[config.mk]
export PLATFORM = sky130hd
export DESIGN_NAME = vmt_lane
export DESIGN_NICKNAME = d
export VERILOG_FILES = /design/src/rtl/vertex_matrix_transform_assert.svh /design/src/rtl/vmt_pkg.sv /design/src/rtl/vmt_lane.sv
export SDC_FILE = /design/constraint.sdc
export NUM_CORES = 2
export LEC_CHECK = 0
export BUFFER_PORTS_ARGS = -buffer_cell sky130_fd_sc_hd__buf_2
export CORE_MARGIN = 1
export CORE_UTILIZATION = 49
export CTS_BUF_LIST = sky130_fd_sc_hd__clkbuf_4 sky130_fd_sc_hd__clkbuf_8
export CTS_CLUSTER_SIZE = 12
export DETAILED_ROUTE_END_ITERATION = 10
export PLACE_DENSITY = 0.65
export SETUP_SLACK_MARGIN = 0.4
export SLEW_MARGIN = 30
export SYNTH_ARGS = -nofsm -noshare
export SYNTH_HDL_FRONTEND = slang
export SYNTH_SLANG_ARGS = --single-unit
[constraint.sdc]
create_clock -name clk -period 9.7 [get_ports clk]
set_clock_uncertainty 0.2 [all_clocks]
set_input_delay 0.97 -clock clk [delete_from_list [all_inputs] [get_ports clk]]
set_output_delay 0.97 -clock clk [all_outputs]
set_load 0.03 [all_outputs]
[src/rtl/vertex_matrix_transform_assert.svh]
// Assertion macros for the vertex matrix transform block.
`ifndef VERTEX_MATRIX_TRANSFORM_ASSERT_SVH
`define VERTEX_MATRIX_TRANSFORM_ASSERT_SVH
`ifndef SYNTH
`define VMT_ASSERT_IMPL(label, clk, rst_n, ante, cons) \
	label: assert property (@(posedge clk) disable iff (!rst_n) (ante) |-> (cons)) \
		else $error("vmt assertion failed");
`define VMT_ASSERT_NEXT(label, clk, rst_n, ante, cons) \
	label: assert property (@(posedge clk) disable iff (!rst_n) (ante) |=> (cons)) \
		else $error("vmt assertion failed");
`else
`define VMT_ASSERT_IMPL(label, clk, rst_n, ante, cons)
`define VMT_ASSERT_NEXT(label, clk, rst_n, ante, cons)
`endif
`endif

[src/rtl/vmt_pkg.sv]
// Shared types and constants for the vertex matrix transform block.
`default_nettype none
package vmt_pkg;

	// Arithmetic widths
	localparam int COEF_WIDTH  = 16;
	localparam int COORD_WIDTH = 16;
	localparam int FIELD_W     = 16;
	localparam int SLOT_W      = 16;
	localparam int NCOL        = 4;
	localparam int NLANE       = 4;
	localparam int ROW_W       = NCOL * SLOT_W;
	localparam int CW_EFF      = (COORD_WIDTH < FIELD_W) ? COORD_WIDTH : FIELD_W;
	localparam int COEF_FRAC   = COEF_WIDTH - 4;
	localparam int PROD_W      = COEF_WIDTH + CW_EFF;
	localparam int SUM_W       = PROD_W + 2;

	// Configuration port
	localparam int ADDR_W = 6;
	localparam int DATA_W = 64;

	typedef enum logic [2:0] {
		REG_ROW0   = 3'd0,
		REG_ROW1   = 3'd1,
		REG_ROW2   = 3'd2,
		REG_ROW3   = 3'd3,
		REG_AFFINE = 3'd4
	} cfg_reg_t;

	// Identity matrix at reset
	localparam logic [ROW_W-1:0] ROW0_RST = 64'h0000_0000_0000_1000;
	localparam logic [ROW_W-1:0] ROW1_RST = 64'h0000_0000_1000_0000;
	localparam logic [ROW_W-1:0] ROW2_RST = 64'h0000_1000_0000_0000;
	localparam logic [ROW_W-1:0] ROW3_RST = 64'h1000_0000_0000_0000;

	typedef struct packed {
		logic signed [FIELD_W-1:0] in_x;
		logic signed [FIELD_W-1:0] in_y;
		logic signed [FIELD_W-1:0] in_z;
		logic signed [FIELD_W-1:0] in_w;
	} in_item_t;

	typedef struct packed {
		logic signed [FIELD_W-1:0] out_x;
		logic signed [FIELD_W-1:0] out_y;
		logic signed [FIELD_W-1:0] out_z;
		logic signed [FIELD_W-1:0] out_w;
		logic                      clipped;
	} out_item_t;

	// Pipeline control seen by the merge stage
	typedef struct packed {
		logic adv;
		logic valid_s2;
	} pipe_ctl_t;

endpackage
`default_nettype wire

[src/rtl/vmt_lane.sv]
// One matrix row dot product: multiply stage, then sum, floor shift and saturate.
`default_nettype none
module vmt_lane (
	input  logic                             clk,
	input  logic                             en,
	input  logic [vmt_pkg::ROW_W-1:0]        row,
	input  vmt_pkg::in_item_t                vtx,
	output logic signed [vmt_pkg::FIELD_W-1:0] value_s2,
	output logic                             clip_s2
);
	import vmt_pkg::*;

	localparam logic signed [SUM_W-1:0] SAT_HI = SUM_W'((2 ** (CW_EFF - 1)) - 1);
	localparam logic signed [SUM_W-1:0] SAT_LO = -SAT_HI - SUM_W'(1);

	logic        [FIELD_W-1:0]    fld     [NCOL];
	logic signed [COEF_WIDTH-1:0] coef    [NCOL];
	logic signed [CW_EFF-1:0]     crd     [NCOL];
	logic signed [PROD_W-1:0]     prod_s1 [NCOL];
	logic signed [SUM_W-1:0]      sum;
	logic signed [SUM_W-1:0]      shifted;
	logic signed [SUM_W-1:0]      sat;
	logic                         clip;

	assign fld[0] = vtx.in_x;
	assign fld[1] = vtx.in_y;
	assign fld[2] = vtx.in_z;
	assign fld[3] = vtx.in_w;

	// Slice coefficients and coordinates to their effective widths
	always_comb begin
		for (int c = 0; c < NCOL; c++) begin
			coef[c] = row[c*SLOT_W +: COEF_WIDTH];
			crd[c]  = fld[c][CW_EFF-1:0];
		end
	end

	// Multiply each column
	always_ff @(posedge clk) begin
		if (en) begin
			for (int c = 0; c < NCOL; c++) begin
				prod_s1[c] <= coef[c] * crd[c];
			end
		end
	end

	// Sum, floor the fraction away and clamp
	always_comb begin
		sum = '0;
		for (int c = 0; c < NCOL; c++) begin
			sum = sum + SUM_W'(prod_s1[c]);
		end
		shifted = sum >>> COEF_FRAC;
		clip    = 1'b0;
		sat     = shifted;
		if (shifted > SAT_HI) begin
			sat  = SAT_HI;
			clip = 1'b1;
		end else if (shifted < SAT_LO) begin
			sat  = SAT_LO;
			clip = 1'b1;
		end
	end

	always_ff @(posedge clk) begin
		if (en) begin
			value_s2 <= FIELD_W'(sat);
			clip_s2  <= clip;
		end
	end

endmodule
`default_nettype wire

==> qor.yml <==
setup_path:
  worstPathRequired_ns: 9.75
  path_class: "input pin to flip-flop"
  cp.arrival_ns: 7.16
  worst_setup_path_start_kind: "input pin"
  end_kind: "flip-flop"
  worstPathMaxFanout: 16
status:
  outcome: "finished clean"
sta:
  period_minus_slack_ns: 7.11
  setup_violations: 0
  hold_violations: 0
  rsz0062_at_grt: "no"
  slew_viol_final: 0
  finalSetupTns_ns: 0
  fmax_mhz: 141
  fin_crit_sh_pct: 73.3
  worst_pin_slew_ns: 0.930
  maxSlewHeadroom_pct: 38.0
synth:
  ys_warn_count: 0
  synth_seq_area_share_pct: 9.32
  synthCells: 4828
  async_flop_share_pct: 0
  synth_ff_type: "edfxtp_1"
  synth_edf_count: 145
  ys_ff_latch: 145
  syn_nets: 6429
  synth_area_per_cell_sq_um: 9.68
  yosysUniqueCellTypes: 78
  syn_area_sq_um: 46700
hold_path:
  hold_path.class: "input pin to flip-flop"
floorplan:
  die_area_sq_um: 96600
  floorplan.initialDensity_pct: 49.8
  die_h_um: 311
  die_w_um: 311
  ios: 147
  rows: 112
  core_area_sq_um: 93900
placed_design:
  io_buffers: 146
  gp_congestion: 0.890
  dp_hpwl_mm: 90.0
detailed_routing:
  dr.first_iter.drc_count: 1674
  num_vias: 31900
  wl_per_cell_um: 17.4
  wirelength_mm: 107
  drt_first_pass_iters: 5
  drc: 0
  antenna_left: 0
  drt-vias-per-instance: 5.20
clocking:
  cts_tree: "built"
  cts_sinks: 145
  post_cts.repair.setup_buffers: 0
  cts_hold_buf: 0
  clockBufferDepth: 2
  clkTransAtPathRegs_ns: 0.09
  cts_resized: 0
  clock_latency_ns: 0.50
  cts-root-buf: "clkbuf_8"
  cts_buffers: 17
  ctsHtreeMaxLevel: 4
cells_and_area:
  drive_gt1_share_pct: 4.25
  syn_to_final_growth_pct: 4.75
  nNetsFinal: 6458
grt:
  grt_usage_pct: 23.5
  antenna_found_initial: 8
  grt_pass1_vias: 35200
  grt_max_degree: 75
  grt_overflow_total: 0
  grt_pass1_wl_mm: 181
flow_run:
  cap_violations: 0
worst paths after layout:
check	from	end	slack, ns	depth (start not counted)
worst min register to register	prod_s1[2][20]$_DFFE_PP_	value_s2[9]$_SDFFCE_PN1P_	1.02	4
worst min-delay path	en	clip_s2$_SDFFCE_PN1P_	0.78	1
worst max-delay path	row[39]	prod_s1[2][31]$_DFFE_PP_	2.59	23
worst max register to register	prod_s1[3][2]$_DFFE_PP_	value_s2[0]$_SDFFCE_PN1P_	4.50	14
metrics by stage:
| step | hold slack, ns | instances | setup slack (ns) | area (sq um) | util (%) |
|---|---|---|---|---|---|
| after floorplan | 0.743 | 4828 | 2.58 | 46700 | - |
| after global placement | 0.980 | 6092 | 2.13 | 48500 | 51.7 |
| after detailed placement | 0.968 | 6092 | 2.04 | 48500 | 51.7 |
| after CTS | 0.761 | 6124 | 2.60 | 48900 | 52.1 |
| after global routing | 0.793 | 6125 | 2.13 | 49000 | 52.1 |
| final | 0.779 | 6125 | 2.59 | 49000 | 52.1 |
cells in the final DEF (no fill, tap or decap), drive strengths merged, types with 40 or more instances in the layout:
| cell | n |
|---|---|
| inv | 1266 |
| fa | 1112 |
| nand2 | 543 |
| and2 | 499 |
| ha | 359 |
| buf | 147 |
| edfxtp | 145 |
| xnor2 | 122 |
| a21oi | 108 |
| nor2 | 95 |
| a21o | 62 |
| o21ai | 59 |
| xor2 | 40 |
synthesized netlist by cell type (all sizes together) (14+ instances only):
master / count / share of area [%]
a211oi: 18 / 0.31
a21o: 62 / 1.0
a21oi: 108 / 1.2
and2: 499 / 6.7
and3: 18 / 0.24
clkbuf: 130 / 1.0
edfxtp: 145 / 9.3
fa: 1112 / 48
ha: 359 / 9.6
inv: 1255 / 10
nand2: 543 / 4.4
nand2b: 25 / 0.33
nand3: 31 / 0.33
nor2: 95 / 0.77
nor2b: 14 / 0.19
nor3: 17 / 0.18
o21a: 18 / 0.29
o21ai: 59 / 0.64
o21bai: 20 / 0.32
xnor2: 122 / 2.3
xor2: 40 / 0.75
sequential cells by signal, summed over array words and instances, names as in the netlist:
signal and flops:
prod_s1 128, value_s2 16, clip_s2 1
cell type report:
class	count	area (sq um)
Inverter	1255	4710
Clock buffer	17	234
Multi-Input combinational cell	3291	37200
Antenna cell	1	2.50
Clock inverter	15	179
Tap cell	1254	1570
Fill cell	8756	44900
Sequential cell	145	4350
Timing Repair Buffer	147	744
cell families (layout without fill, tap and decap cells):
kind of cell / after synthesis / count (layout) / share of synthesized area [%]
and+or+nand+nor: 1276 / 1276 / 13.6
buffers and inverters: 1392 / 1434 / 11.2
xor gates and xnor gates: 162 / 162 / 3.04
muxes: 1 / 1 / 0.0214
DFF: 145 / 145 / 9.32
adders and majority gates: 1471 / 1471 / 57.2
AOI/OAI and AO/OA: 381 / 381 / 5.54
other: 0 / 1 / 0
worst max-delay path, stage by stage:
cell	delay, ns
buf_2	0.30
nand2_1	0.13
fa_1	0.55
inv_1	0.05
fa_1	0.50
inv_1	0.05
fa_1	0.57
inv_1	0.06
fa_1	0.44
fa_1	0.49
inv_1	0.05
fa_1	0.48
inv_1	0.04
ha_1	0.37
and3_1	0.23
and3_1	0.21
and3_1	0.19
a2111oi_0	0.39
o21bai_1	0.24
a2111oi_2	0.26
o22ai_1	0.19
o41ai_2	0.26
xnor2_1	0.11
per-layer routing:
layer,vias up,track usage (%),share of wire [%]
li1,14400,-,-
met1,16700,31.1,42
met2,625,41.8,52
met3,169,2.27,3.6
met4,10,5.23,2.2
met5,-,0,0.069
Power is left out: the tool's default activity adds up to more than one toggle a clock period on the data nets, which glitch-free logic cannot reach.
