==> config.mk <==
export PLATFORM = sky130hd
export DESIGN_NAME = vmt_merge
export DESIGN_NICKNAME = d
export VERILOG_FILES = /design/src/rtl/vertex_matrix_transform_assert.svh /design/src/rtl/vmt_pkg.sv /design/src/rtl/vmt_merge.sv
export SDC_FILE = /design/constraint.sdc
export NUM_CORES = 1
export LEC_CHECK = 0
export ABC_AREA = 1
export BUFFER_PORTS_ARGS = -buffer_cell sky130_fd_sc_hd__buf_2
export CAP_MARGIN = 10
export CELL_PAD_IN_SITES_DETAIL_PLACEMENT = 0
export CELL_PAD_IN_SITES_GLOBAL_PLACEMENT = 2
export CORE_ASPECT_RATIO = 0.75
export CORE_MARGIN = 2
export CORE_UTILIZATION = 27
export CTS_CLUSTER_SIZE = 10
export DETAILED_ROUTE_END_ITERATION = 16
export PLACE_DENSITY_LB_ADDON = 0.05
export SLEW_MARGIN = 20
export SYNTH_ARGS = -nofsm -noshare
export SYNTH_HDL_FRONTEND = slang
export SYNTH_SLANG_ARGS = --single-unit
==> constraint.sdc <==
create_clock -name clk -period 1.2 [get_ports clk]
set_input_delay 0.24 -clock clk [delete_from_list [all_inputs] [get_ports clk]]
set_output_delay 0.24 -clock clk [all_outputs]
set_load 0.1 [all_outputs]
==> src/rtl/vertex_matrix_transform_assert.svh <==
// Assertion macros for the vertex matrix transform block.
`ifndef VERTEX_MATRIX_TRANSFORM_ASSERT_SVH
`define VERTEX_MATRIX_TRANSFORM_ASSERT_SVH
`ifndef SYNTH
`define VMT_ASSERT_IMPL(label, clk, rst_n, ante, cons) \
	label: assert property (@(posedge clk) disable iff (!rst_n) (ante) |-> (cons)) \
		else $error("vmt assertion failed");
`define VMT_ASSERT_NEXT(label, clk, rst_n, ante, cons) \
	label: assert property (@(posedge clk) disable iff (!rst_n) (ante) |=> (cons)) \
		else $error("vmt assertion failed");
`else
`define VMT_ASSERT_IMPL(label, clk, rst_n, ante, cons)
`define VMT_ASSERT_NEXT(label, clk, rst_n, ante, cons)
`endif
`endif

==> src/rtl/vmt_pkg.sv <==
// Shared types and constants for the vertex matrix transform block.
`default_nettype none
package vmt_pkg;

	// Arithmetic widths
	localparam int COEF_WIDTH  = 16;
	localparam int COORD_WIDTH = 16;
	localparam int FIELD_W     = 16;
	localparam int SLOT_W      = 16;
	localparam int NCOL        = 4;
	localparam int NLANE       = 4;
	localparam int ROW_W       = NCOL * SLOT_W;
	localparam int CW_EFF      = (COORD_WIDTH < FIELD_W) ? COORD_WIDTH : FIELD_W;
	localparam int COEF_FRAC   = COEF_WIDTH - 4;
	localparam int PROD_W      = COEF_WIDTH + CW_EFF;
	localparam int SUM_W       = PROD_W + 2;

	// Configuration port
	localparam int ADDR_W = 6;
	localparam int DATA_W = 64;

	typedef enum logic [2:0] {
		REG_ROW0   = 3'd0,
		REG_ROW1   = 3'd1,
		REG_ROW2   = 3'd2,
		REG_ROW3   = 3'd3,
		REG_AFFINE = 3'd4
	} cfg_reg_t;

	// Identity matrix at reset
	localparam logic [ROW_W-1:0] ROW0_RST = 64'h0000_0000_0000_1000;
	localparam logic [ROW_W-1:0] ROW1_RST = 64'h0000_0000_1000_0000;
	localparam logic [ROW_W-1:0] ROW2_RST = 64'h0000_1000_0000_0000;
	localparam logic [ROW_W-1:0] ROW3_RST = 64'h1000_0000_0000_0000;

	typedef struct packed {
		logic signed [FIELD_W-1:0] in_x;
		logic signed [FIELD_W-1:0] in_y;
		logic signed [FIELD_W-1:0] in_z;
		logic signed [FIELD_W-1:0] in_w;
	} in_item_t;

	typedef struct packed {
		logic signed [FIELD_W-1:0] out_x;
		logic signed [FIELD_W-1:0] out_y;
		logic signed [FIELD_W-1:0] out_z;
		logic signed [FIELD_W-1:0] out_w;
		logic                      clipped;
	} out_item_t;

	// Pipeline control seen by the merge stage
	typedef struct packed {
		logic adv;
		logic valid_s2;
	} pipe_ctl_t;

endpackage
`default_nettype wire

==> src/rtl/vmt_merge.sv <==
// Merge of the four row lanes into the registered result item.
`default_nettype none
module vmt_merge (
	input  logic                               clk,
	input  logic                               arst_n,
	input  vmt_pkg::pipe_ctl_t                 ctl,
	input  logic signed [vmt_pkg::FIELD_W-1:0] lane_value [vmt_pkg::NLANE],
	input  logic                               lane_clip  [vmt_pkg::NLANE],
	input  logic                               affine,
	input  logic signed [vmt_pkg::FIELD_W-1:0] w_s2,
	output vmt_pkg::out_item_t                 res,
	output logic                               res_valid
);
	import vmt_pkg::*;

	out_item_t merged;
	out_item_t res_q;
	logic      res_valid_q;

	// Pick w and combine the clip flags
	always_comb begin
		merged.out_x   = lane_value[0];
		merged.out_y   = lane_value[1];
		merged.out_z   = lane_value[2];
		merged.out_w   = affine ? w_s2 : lane_value[3];
		merged.clipped = lane_clip[0] | lane_clip[1] | lane_clip[2] |
			(lane_clip[3] & ~affine);
	end

	// Hold the result item until taken
	always_ff @(posedge clk) begin
		if (ctl.adv) begin
			res_q <= merged;
		end
	end

	always_ff @(posedge clk or negedge arst_n) begin
		if (!arst_n) begin
			res_valid_q <= 1'b0;
		end else if (ctl.adv) begin
			res_valid_q <= ctl.valid_s2;
		end
	end

	assign res       = res_q;
	assign res_valid = res_valid_q;

endmodule
`default_nettype wire
==> run_results.csv, run 1 <==
group,metric,value,unit
floorplan,die_height,82.94,um
run_status,violated_checks,"setup timing",
power_and_ir_drop,seqPwrFrac,0.397,
cts,cts_inserted_buffers,9,
finish,n_antenna_cell,0,
routing,first_pass_iteration_count_of_the_detailed_router,5,
power_and_ir_drop,worst_ir_drop_vdd,763.3,uV
finish,area.growth.synth_to_final,95.09,%
sta,period_needed,1.208,ns
synth,synth.net_count,214,
grt,antenna_found_initial,0,
synth,netlist_area,2243,um2
critical_path,critPathRequiredTime,0.96,ns
cts,htreeDepth,3,
sta,maxClockFrequency,828.1,MHz
critical_path,worst-endpoint-arrival,0.97,ns
grt,grt_pass1_wl,8052,um
critical_path,timing.critical_path.cells,"buf_12",
cts,tritoncts,"done",
routing,ant_nets,0,
placement,post_place_cell_area,4150,um2
cts,clk_root_buffer_cell,"clkbuf_8",
sta,endpoints_failing_setup,2,
finish,final_area,4377,um2
cts,clk_pin_slew,0.08,ns
sta,totalNegativeSetupSlack,-0.01078,ns
power_and_ir_drop,clock_power_share,0.278,
critical_path,setup.worst_path.class,"flip-flop to output port",
cts,cts.path.max_buffers,2,
cts,insertion_delay,0.33,ns
floorplan,start_util,0.2809,
sta,maxSlewHeadroom,0.8583,
placement,last_weighted_congestion_value_of_the_routability_driven_placer,0.7066,
sta,report.final.slew_viol_count,0,
sta,unrepaired_setup_endpoints_after_global_routing,"yes",
sta,clock_skews,0,ns
power_and_ir_drop,internal-power,4.740,mW
floorplan,width_of_the_chip,109.3,um
synth,yosysSeqAreaShare,0.8812,
power_and_ir_drop,net-switching-power,2.564,mW
floorplan,core_region_area,7988,um2
flow_run,timing.max_cap.violations,0,
grt,largest_net_degree_at_the_start_of_global_routing,40,
critical_path,critical_path_peak_fanout,1,
routing,detail_route.iter0.violations,49,
synth,yosys_register_bits,66,
floorplan,placementRows,28,
routing,route.final.wire_length,5391,um
power_and_ir_drop,p_leak,1.912,nW
power_and_ir_drop,power.density_cell_area,1669,nW/um2
routing,num_vias,1565,
sta,setup_slack,-0.007595,ns
synth,synth_cell_types,12,
routing,detail_route.wl_per_cell,13.44,um
floorplan,ios,155,
grt,grt_pass1_vias,1563,
routing,avgViaCountPerCell,3.903,
finish,multi_input_comb_area,214.0,um2
sta,worst_pin_slew,0.2125,ns
critical_path,critPathCaptureType,"output port",
synth,syn-instance-count,125,
critical_path,critical-path-slowest-cell,"edfxtp_1",
sta,final.period_utilization,1.006,
cts,cts.sink_count,66,
run_status,result_of_the_run,"finished, violations left",
grt,track_usage,0.1236,
synth,post_synth.cell_area_avg,17.95,um2
sta,finalHoldViolCount,0,
placement,place.detailed.hpwl,4132,um
finish,fillCellCount,667,
placement,port-buffer-count,154,
critical_path,worst-path-buf-inv,1,
power_and_ir_drop,p_sw_frac,0.3510,
hold_path,timing.hold.worst.class,"input pin to flip-flop",
floorplan,die-area,9062,um2
placement,placement.setup.worst_slack,0.1997,ns
finish,final_layout_size_suffix_gt1_frac,0.6014,
grt,overflow,0,
routing,remaining_drc_errors,0,
finish,area.sequential,1977,um2
finish,nNetsFinal,380,
cts,cts_resized,0,
critical_path,setup.worst_path.start_class,"flip-flop",
critical_path,worst_path_largest_cell_delay,0.43,ns
power_and_ir_drop,comb_power_share,0.325,
synth,synth_warnings,0,
critical_path,timing.reg2reg.setup_slack,0.54,ns
critical_path,cp_top_family,"flip-flops",
## worst paths after layout
check / startpoint / endpoint / cells past startpoint
setup / recovery: res[36] / res[36] / 1
hold / removal: lane_value[36] / res[37] / 1
setup reg to reg: res_valid / res_valid / 2
hold reg to reg: res_valid / res_valid / 2
max in group asynchronous: arst_n / res_valid / 2
min in group asynchronous: arst_n / res_valid / 2
## cell usage in the layout, fill, tap and decap left out
cell / netlist / layout
buf_4: 1 / 1
edfxtp_1: 65 / 65
inv_6: 0 / 1
nand2_2: 5 / 5
nor2_1: 1 / 1
clkinv_2: 0 / 1
bufinv_16: 0 / 2
buf_2: 0 / 88
clkbuf_8: 0 / 9
clkinv_1: 0 / 1
inv_1: 2 / 2
dfrtp_1: 1 / 1
nand3_1: 1 / 1
inv_8: 1 / 1
nand2_1: 45 / 45
dlygate4sd3_1: 0 / 1
buf_12: 0 / 68
clkinvlp_4: 0 / 2
o21ai_0: 1 / 1
## cells by family after synthesis
kind of cell    Yosys count  share of synthesized area
buf+inv                   6                    0.02342
compound gates            1                   0.002229
flops                    66                     0.8812
simple gates             52                    0.09314
## synth_stat cells, drive strengths merged
library cell  instances  share of area
edfxtp               65           0.87
buf                   3          0.015
dfrtp                 1          0.011
o21ai                 1         0.0022
nand2                50          0.089
nor2                  1         0.0017
inv                   3         0.0084
nand3                 1         0.0022
## power groups by stage
stage	combinational [mW]	sequential [mW]	clock, mW
final	2.37	2.90	2.03
after global routing	2.44	2.92	2.21
after CTS	2.39	2.90	2.10
after detailed placement	2.39	2.96	0
after global placement	2.38	2.95	0
after floorplan	0.0703	4.21	0
## flip-flops by register name (all words and copies together), names as in the netlist
signal and cells:
res 65, res_valid 1
## routing by layer
| layer | track usage | share of wire |
|---|---|---|
| met1 | 0.1347 | 0.37 |
| met2 | 0.1920 | 0.48 |
| met3 | 0.07928 | 0.13 |
| met4 | 0.04833 | 0.014 |
| met5 | 0 | 0 |
## final cells by class
class                      instances  share of cell area
clock inverter                     7             0.02115
tap                              105             0.03002
timing repair buffer             158              0.4157
multi-input combinational         53             0.04889
clock buffer                       9             0.02830
sequential                        66              0.4517
inverter                           3            0.004288
## through the flow
| stage | util | hold slack, ns | total power [mW] | instances |
|---|---|---|---|---|
| after floorplan | - | -0.05559 | 4.278 | 125 |
| after global placement | 0.5196 | 0.01587 | 5.331 | 384 |
| after detailed placement | 0.5196 | 0.01802 | 5.342 | 384 |
| after CTS | 0.5479 | 0.05302 | 7.392 | 401 |
| after global routing | 0.5479 | 0.03559 | 7.570 | 401 |
| final | 0.5479 | 0.07532 | 7.304 | 401 |
## repair_timing
action / 4_1_cts / 5_1_grt
buffers inserted: 0 / 0
hold buffers: 1 / 0
gates cloned: 0 / 0
endpoints found under the hold margin: 1 / 0
endpoints found under the setup margin: 47 / 66
No activity file was read; power rests on OpenSTA's default activity.
==> run 2: changes to the inputs <==
CORE_UTILIZATION = 22   (was 27)
SKIP_CTS_REPAIR_TIMING = 1   (was not set)
clock period = 1.1 ns   (was 1.2 ns; I/O delays follow)
==> run_results.csv, run 2 (synthesis gave the netlist of run 1 again) <==
group,metric,value,unit
run_status,result_of_the_run,"finished, violations left",
run_status,violated_checks,"setup timing",
sta,worst_pin_slew,0.2347,ns
sta,totalNegativeSetupSlack,-2.492,ns
routing,remaining_drc_errors,0,
power_and_ir_drop,worst_ir_drop_vdd,1020,uV
floorplan,die-area,11030,um2
critical_path,cp_top_family,"flip-flops",
cts,clk_pin_slew,0.05,ns
critical_path,worst_path_largest_cell_delay,0.42,ns
floorplan,placementRows,31,
floorplan,die_height,91.45,um
sta,period_needed,1.151,ns
grt,overflow,0,
routing,ant_nets,0,
sta,finalHoldWorstSlack,0.07253,ns
critical_path,critical_path_peak_fanout,1,
placement,last_weighted_congestion_value_of_the_routability_driven_placer,0.7173,
finish,finish.cell_count_without_fillers,426,
placement,port-buffer-count,154,
critical_path,crit-reg2reg-launch,"res_valid",
hold_path,min_path_cells,1,
cts,tritoncts,"done",
sta,report.final.slew_viol_count,0,
finish,largest_register_ffs,65,
routing,detail_route.iter0.violations,49,
floorplan,ios,155,
finish,nNetsFinal,380,
placement,dpl.cell_count,411,
sta,clock_skews,0,ns
critical_path,worst-endpoint-arrival,0.93,ns
finish,final_layout_size_suffix_gt1_frac,0.5952,
finish,n_antenna_cell,0,
hold_path,timing.hold.worst.class,"input pin to flip-flop",
cts,htreeDepth,3,
flow_run,timing.max_cap.violations,0,
grt,grt_pass1_wl,8700,um
finish,area.growth.synth_to_final,100.8,%
floorplan,start_util,0.2295,
critical_path,timing.critical_path.cells,"buf_12",
cts,cts_inserted_buffers,9,
critical_path,critPathRequiredTime,0.88,ns
critical_path,setup.worst_path.start_class,"flip-flop",
critical_path,worst-path-buf-inv,1,
sta,endpoints_failing_setup,66,
critical_path,worst_reg_to_reg_cells,2,
sta,unrepaired_setup_endpoints_after_global_routing,"yes",
routing,first_pass_iteration_count_of_the_detailed_router,4,
floorplan,core_region_area,9774,um2
cts,insertion_delay,0.31,ns
finish,most_frequent_cells_in_the_layout,"buf_2, buf_12, edfxtp_1, nand2_1, clkbuf_16",
sta,setup_slack,-0.05058,ns
cts,clk_root_buffer_cell,"clkbuf_16",
grt,grt_pass1_vias,1602,
floorplan,width_of_the_chip,120.6,um
critical_path,setup.worst_path.class,"flip-flop to output port",
grt,antenna_found_initial,0,
cts,cts.path.max_buffers,2,
routing,avgViaCountPerCell,3.669,
critical_path,critPathCaptureType,"output port",
routing,num_vias,1563,
power_and_ir_drop,power.density_cell_area,1916,nW/um2
placement,place.detailed.hpwl,4498,um
cts,cts.sink_count,66,
hold_path,worstHoldStart,"lane_value[17]",
grt,track_usage,0.1085,
sta,maxSlewHeadroom,0.8435,
hold_path,min_delay_worst_endpoint,"res[18]",
grt,largest_net_degree_at_the_start_of_global_routing,40,
critical_path,r2r_end,"res_valid",
critical_path,timing.reg2reg.setup_slack,0.45,ns
critical_path,critical-path-slowest-cell,"edfxtp_1",
routing,route.final.wire_length,5765,um
sta,final.period_utilization,1.046,
power_and_ir_drop,p_leak,1.956,nW
sta,finalHoldViolCount,0,
sta,maxClockFrequency,869.1,MHz
routing,detail_route.wl_per_cell,13.53,um
finish,final_common_cell,"buf_2",
[run 2: changes by cell type in the layout (fill, tap and decap cells not counted)]
cell        previous run  this run
buf_4                  1         0
clkinv_2               1         0
dfrtp_2                0         1
dfrtp_1                1         0
buf_12                68        69
clkbuf_8               9         0
inv_6                  1         0
clkbuf_16              0         9
clkinv_1               1         3
clkinvlp_4             2         0
[run 2: power breakdown]
group	switching (mW)	internal, mW
Clock	0.928	1.93
Combinational	1.70	0.898
Sequential	0.162	3.02
[run 2: worst max path at each step]
stage                   end  cells after the start     from  slack, ns
floorplan            res[0]                      0   res[0]      -0.02
global placement     res[0]                      4   affine       0.15
detailed placement   res[0]                      4   affine       0.13
global route        res[20]                      1  res[20]       -0.1
CTS                 res[21]                      1  res[21]      -0.07
finish              res[16]                      1  res[16]      -0.05
[run 2: per-stage QoR]
step	area (um2)	power (mW)	util	worst slack, ns
after floorplan	2245	4.667	-	-0.02402
after global placement	4198	5.834	0.4295	0.1494
after detailed placement	4198	5.846	0.4295	0.1251
after CTS	4494	8.771	0.4598	-0.07471
after global routing	4504	8.933	0.4608	-0.09815
final	4504	8.632	0.4608	-0.05058
[run 2: final cells by class]
cell class	count	area (um2)
Sequential cell	66	1978
Timing Repair Buffer	158	1832
Multi-Input combinational cell	53	214.0
Clock inverter	5	71.32
Tap cell	132	165.2
Clock buffer	9	225.2
Fill cell	911	5270
Inverter	3	18.77
[run 2: layer usage]
layer	vias to the layer above	track usage	share of wire
li1	770	-	-
met1	708	0.1184	0.36
met2	80	0.1704	0.51
met3	5	0.07035	0.12
met4	0	0.03779	0.0094
met5	-	0	0
==> run 3: changes to the inputs <==
SETUP_SLACK_MARGIN = 0.3   (was not set)
==> run_results.csv, run 3 (synthesis gave the netlist of run 1 again) <==
group,metric,value,unit
run_status,result_of_the_run,"finished, violations left",
run_status,violated_checks,"setup timing",
placement,post_place_cell_area,4220,um2
routing,detail_route.iter0.violations,48,
grt,grt_pass1_vias,1645,
power_and_ir_drop,total_power,8.187,mW
critical_path,worst_reg_to_reg_cells,2,
floorplan,ios,155,
floorplan,die_height,91.45,um
routing,num_vias,1618,
grt,largest_net_degree_at_the_start_of_global_routing,27,
routing,avgViaCountPerCell,3.789,
routing,route.final.wire_length,5908,um
hold_path,timing.hold.worst.class,"input pin to flip-flop",
sta,setup_slack,-0.09628,ns
critical_path,worst_path_largest_cell_delay,0.48,ns
cts,insertion_delay,0.32,ns
finish,n_antenna_cell,0,
floorplan,start_util,0.2295,
grt,track_usage,0.1117,
cts,cts_inserted_buffers,9,
sta,period_needed,1.196,ns
cts,clk_root_buffer_cell,"clkbuf_16",
placement,last_weighted_congestion_value_of_the_routability_driven_placer,0.7367,
sta,finalHoldViolCount,0,
finish,largest_register_ffs,65,
placement,placement.setup.worst_slack,0.1295,ns
finish,final_area,4479,um2
finish,most_frequent_cells_in_the_layout,"buf_2, buf_12, edfxtp_1, nand2_1, nand2_2",
power_and_ir_drop,p_leak,1.938,nW
cts,cts.sink_count,66,
floorplan,die-area,11030,um2
critical_path,r2r_end,"res_valid",
routing,ant_nets,0,
finish,multi_input_comb_area,226.5,um2
critical_path,worst-endpoint-arrival,0.98,ns
critical_path,critical_path_peak_fanout,2,
finish,fillCellCount,918,
cts,htreeDepth,3,
routing,remaining_drc_errors,0,
critical_path,critPathCaptureType,"output port",
grt,grt_pass1_wl,8956,um
critical_path,critPathRequiredTime,0.88,ns
sta,unrepaired_setup_endpoints_after_global_routing,"yes",
sta,final.period_utilization,1.088,
critical_path,cp_top_family,"flip-flops",
floorplan,core_region_area,9774,um2
grt,antenna_found_initial,1,
critical_path,worst-path-buf-inv,1,
sta,endpoints_failing_setup,66,
finish,area.growth.synth_to_final,99.67,%
critical_path,timing.critical_path.cells,"buf_12",
sta,maxClockFrequency,835.9,MHz
cts,clk_pin_slew,0.05,ns
hold_path,worstHoldStart,"lane_value[29]",
power_and_ir_drop,worst_ir_drop_vdd,1038,uV
finish,nNetsFinal,381,
power_and_ir_drop,power.density_cell_area,1828,nW/um2
critical_path,setup.worst_path.start_class,"flip-flop",
placement,dpl.cell_count,412,
floorplan,placementRows,31,
routing,detail_route.wl_per_cell,13.84,um
sta,maxSlewHeadroom,0.8730,
hold_path,min_path_cells,1,
sta,report.final.slew_viol_count,0,
finish,finish.cell_count_without_fillers,427,
sta,clock_skews,0,ns
finish,area.sequential,1981,um2
finish,final_common_cell,"buf_2",
critical_path,setup.worst_path.class,"flip-flop to output port",
hold_path,min_delay_worst_endpoint,"res[30]",
critical_path,timing.reg2reg.setup_slack,0.38,ns
cts,tritoncts,"done",
finish,final_layout_size_suffix_gt1_frac,0.6136,
critical_path,critical-path-slowest-cell,"dfrtp_4",
cts,cts.path.max_buffers,2,
grt,overflow,0,
placement,port-buffer-count,154,
floorplan,width_of_the_chip,120.6,um
critical_path,crit-reg2reg-launch,"res_valid",
routing,first_pass_iteration_count_of_the_detailed_router,4,
sta,worst_pin_slew,0.1905,ns
flow_run,timing.max_cap.violations,0,
==> run 3: final cells by class <==
| type | count | area share |
|---|---|---|
| multi-input cells | 53 | 0.05056 |
| inverters | 3 | 0.004190 |
| flip-flops and latches | 66 | 0.4422 |
| well taps | 132 | 0.03687 |
| clock buffers | 9 | 0.05028 |
| repair buffers | 159 | 0.4106 |
| clock inverters | 5 | 0.005307 |
==> run 3: per-stage QoR <==
| step | utilization | setup TNS (ns) | hold slack [ns] |
|---|---|---|---|
| after global routing | 0.4583 | -5.010 | 0.05313 |
| after detailed placement | 0.4318 | 0 | -0.003311 |
| after global placement | 0.4318 | 0 | -0.003933 |
| after floorplan | - | -1.561 | -0.07557 |
| after CTS | 0.4572 | -3.978 | -0.3511 |
| final | 0.4583 | -2.667 | 0.07163 |
==> run 3: report_power, final <==
group          internal [mW]  total, mW  leakage, nW  switching, mW
Sequential              3.02       3.18        0.647          0.161
Clock                   1.47       2.40        0.120          0.935
Combinational          0.902       2.61         1.17           1.71
Total                   5.38       8.19         1.94           2.80
==> run 3: per-layer routing <==
metal	track usage	routed length (um)	vias to the layer above	share of wire
li1	-	-	772	-
met1	0.1238	2268	743	0.38
met2	0.1718	2800	91	0.47
met3	0.06784	698	10	0.12
met4	0.04845	127	2	0.021
met5	0	13	-	0.0022
==> run 3: how the worst max path moves through the flow <==
stage	to	cells past startpoint	startpoint
final	res_valid	1	res_valid
after global placement	res[13]	4	affine
after detailed placement	res[13]	4	affine
after CTS	res_valid	1	res_valid
after floorplan	res[0]	0	res[0]
after global routing	res_valid	1	res_valid
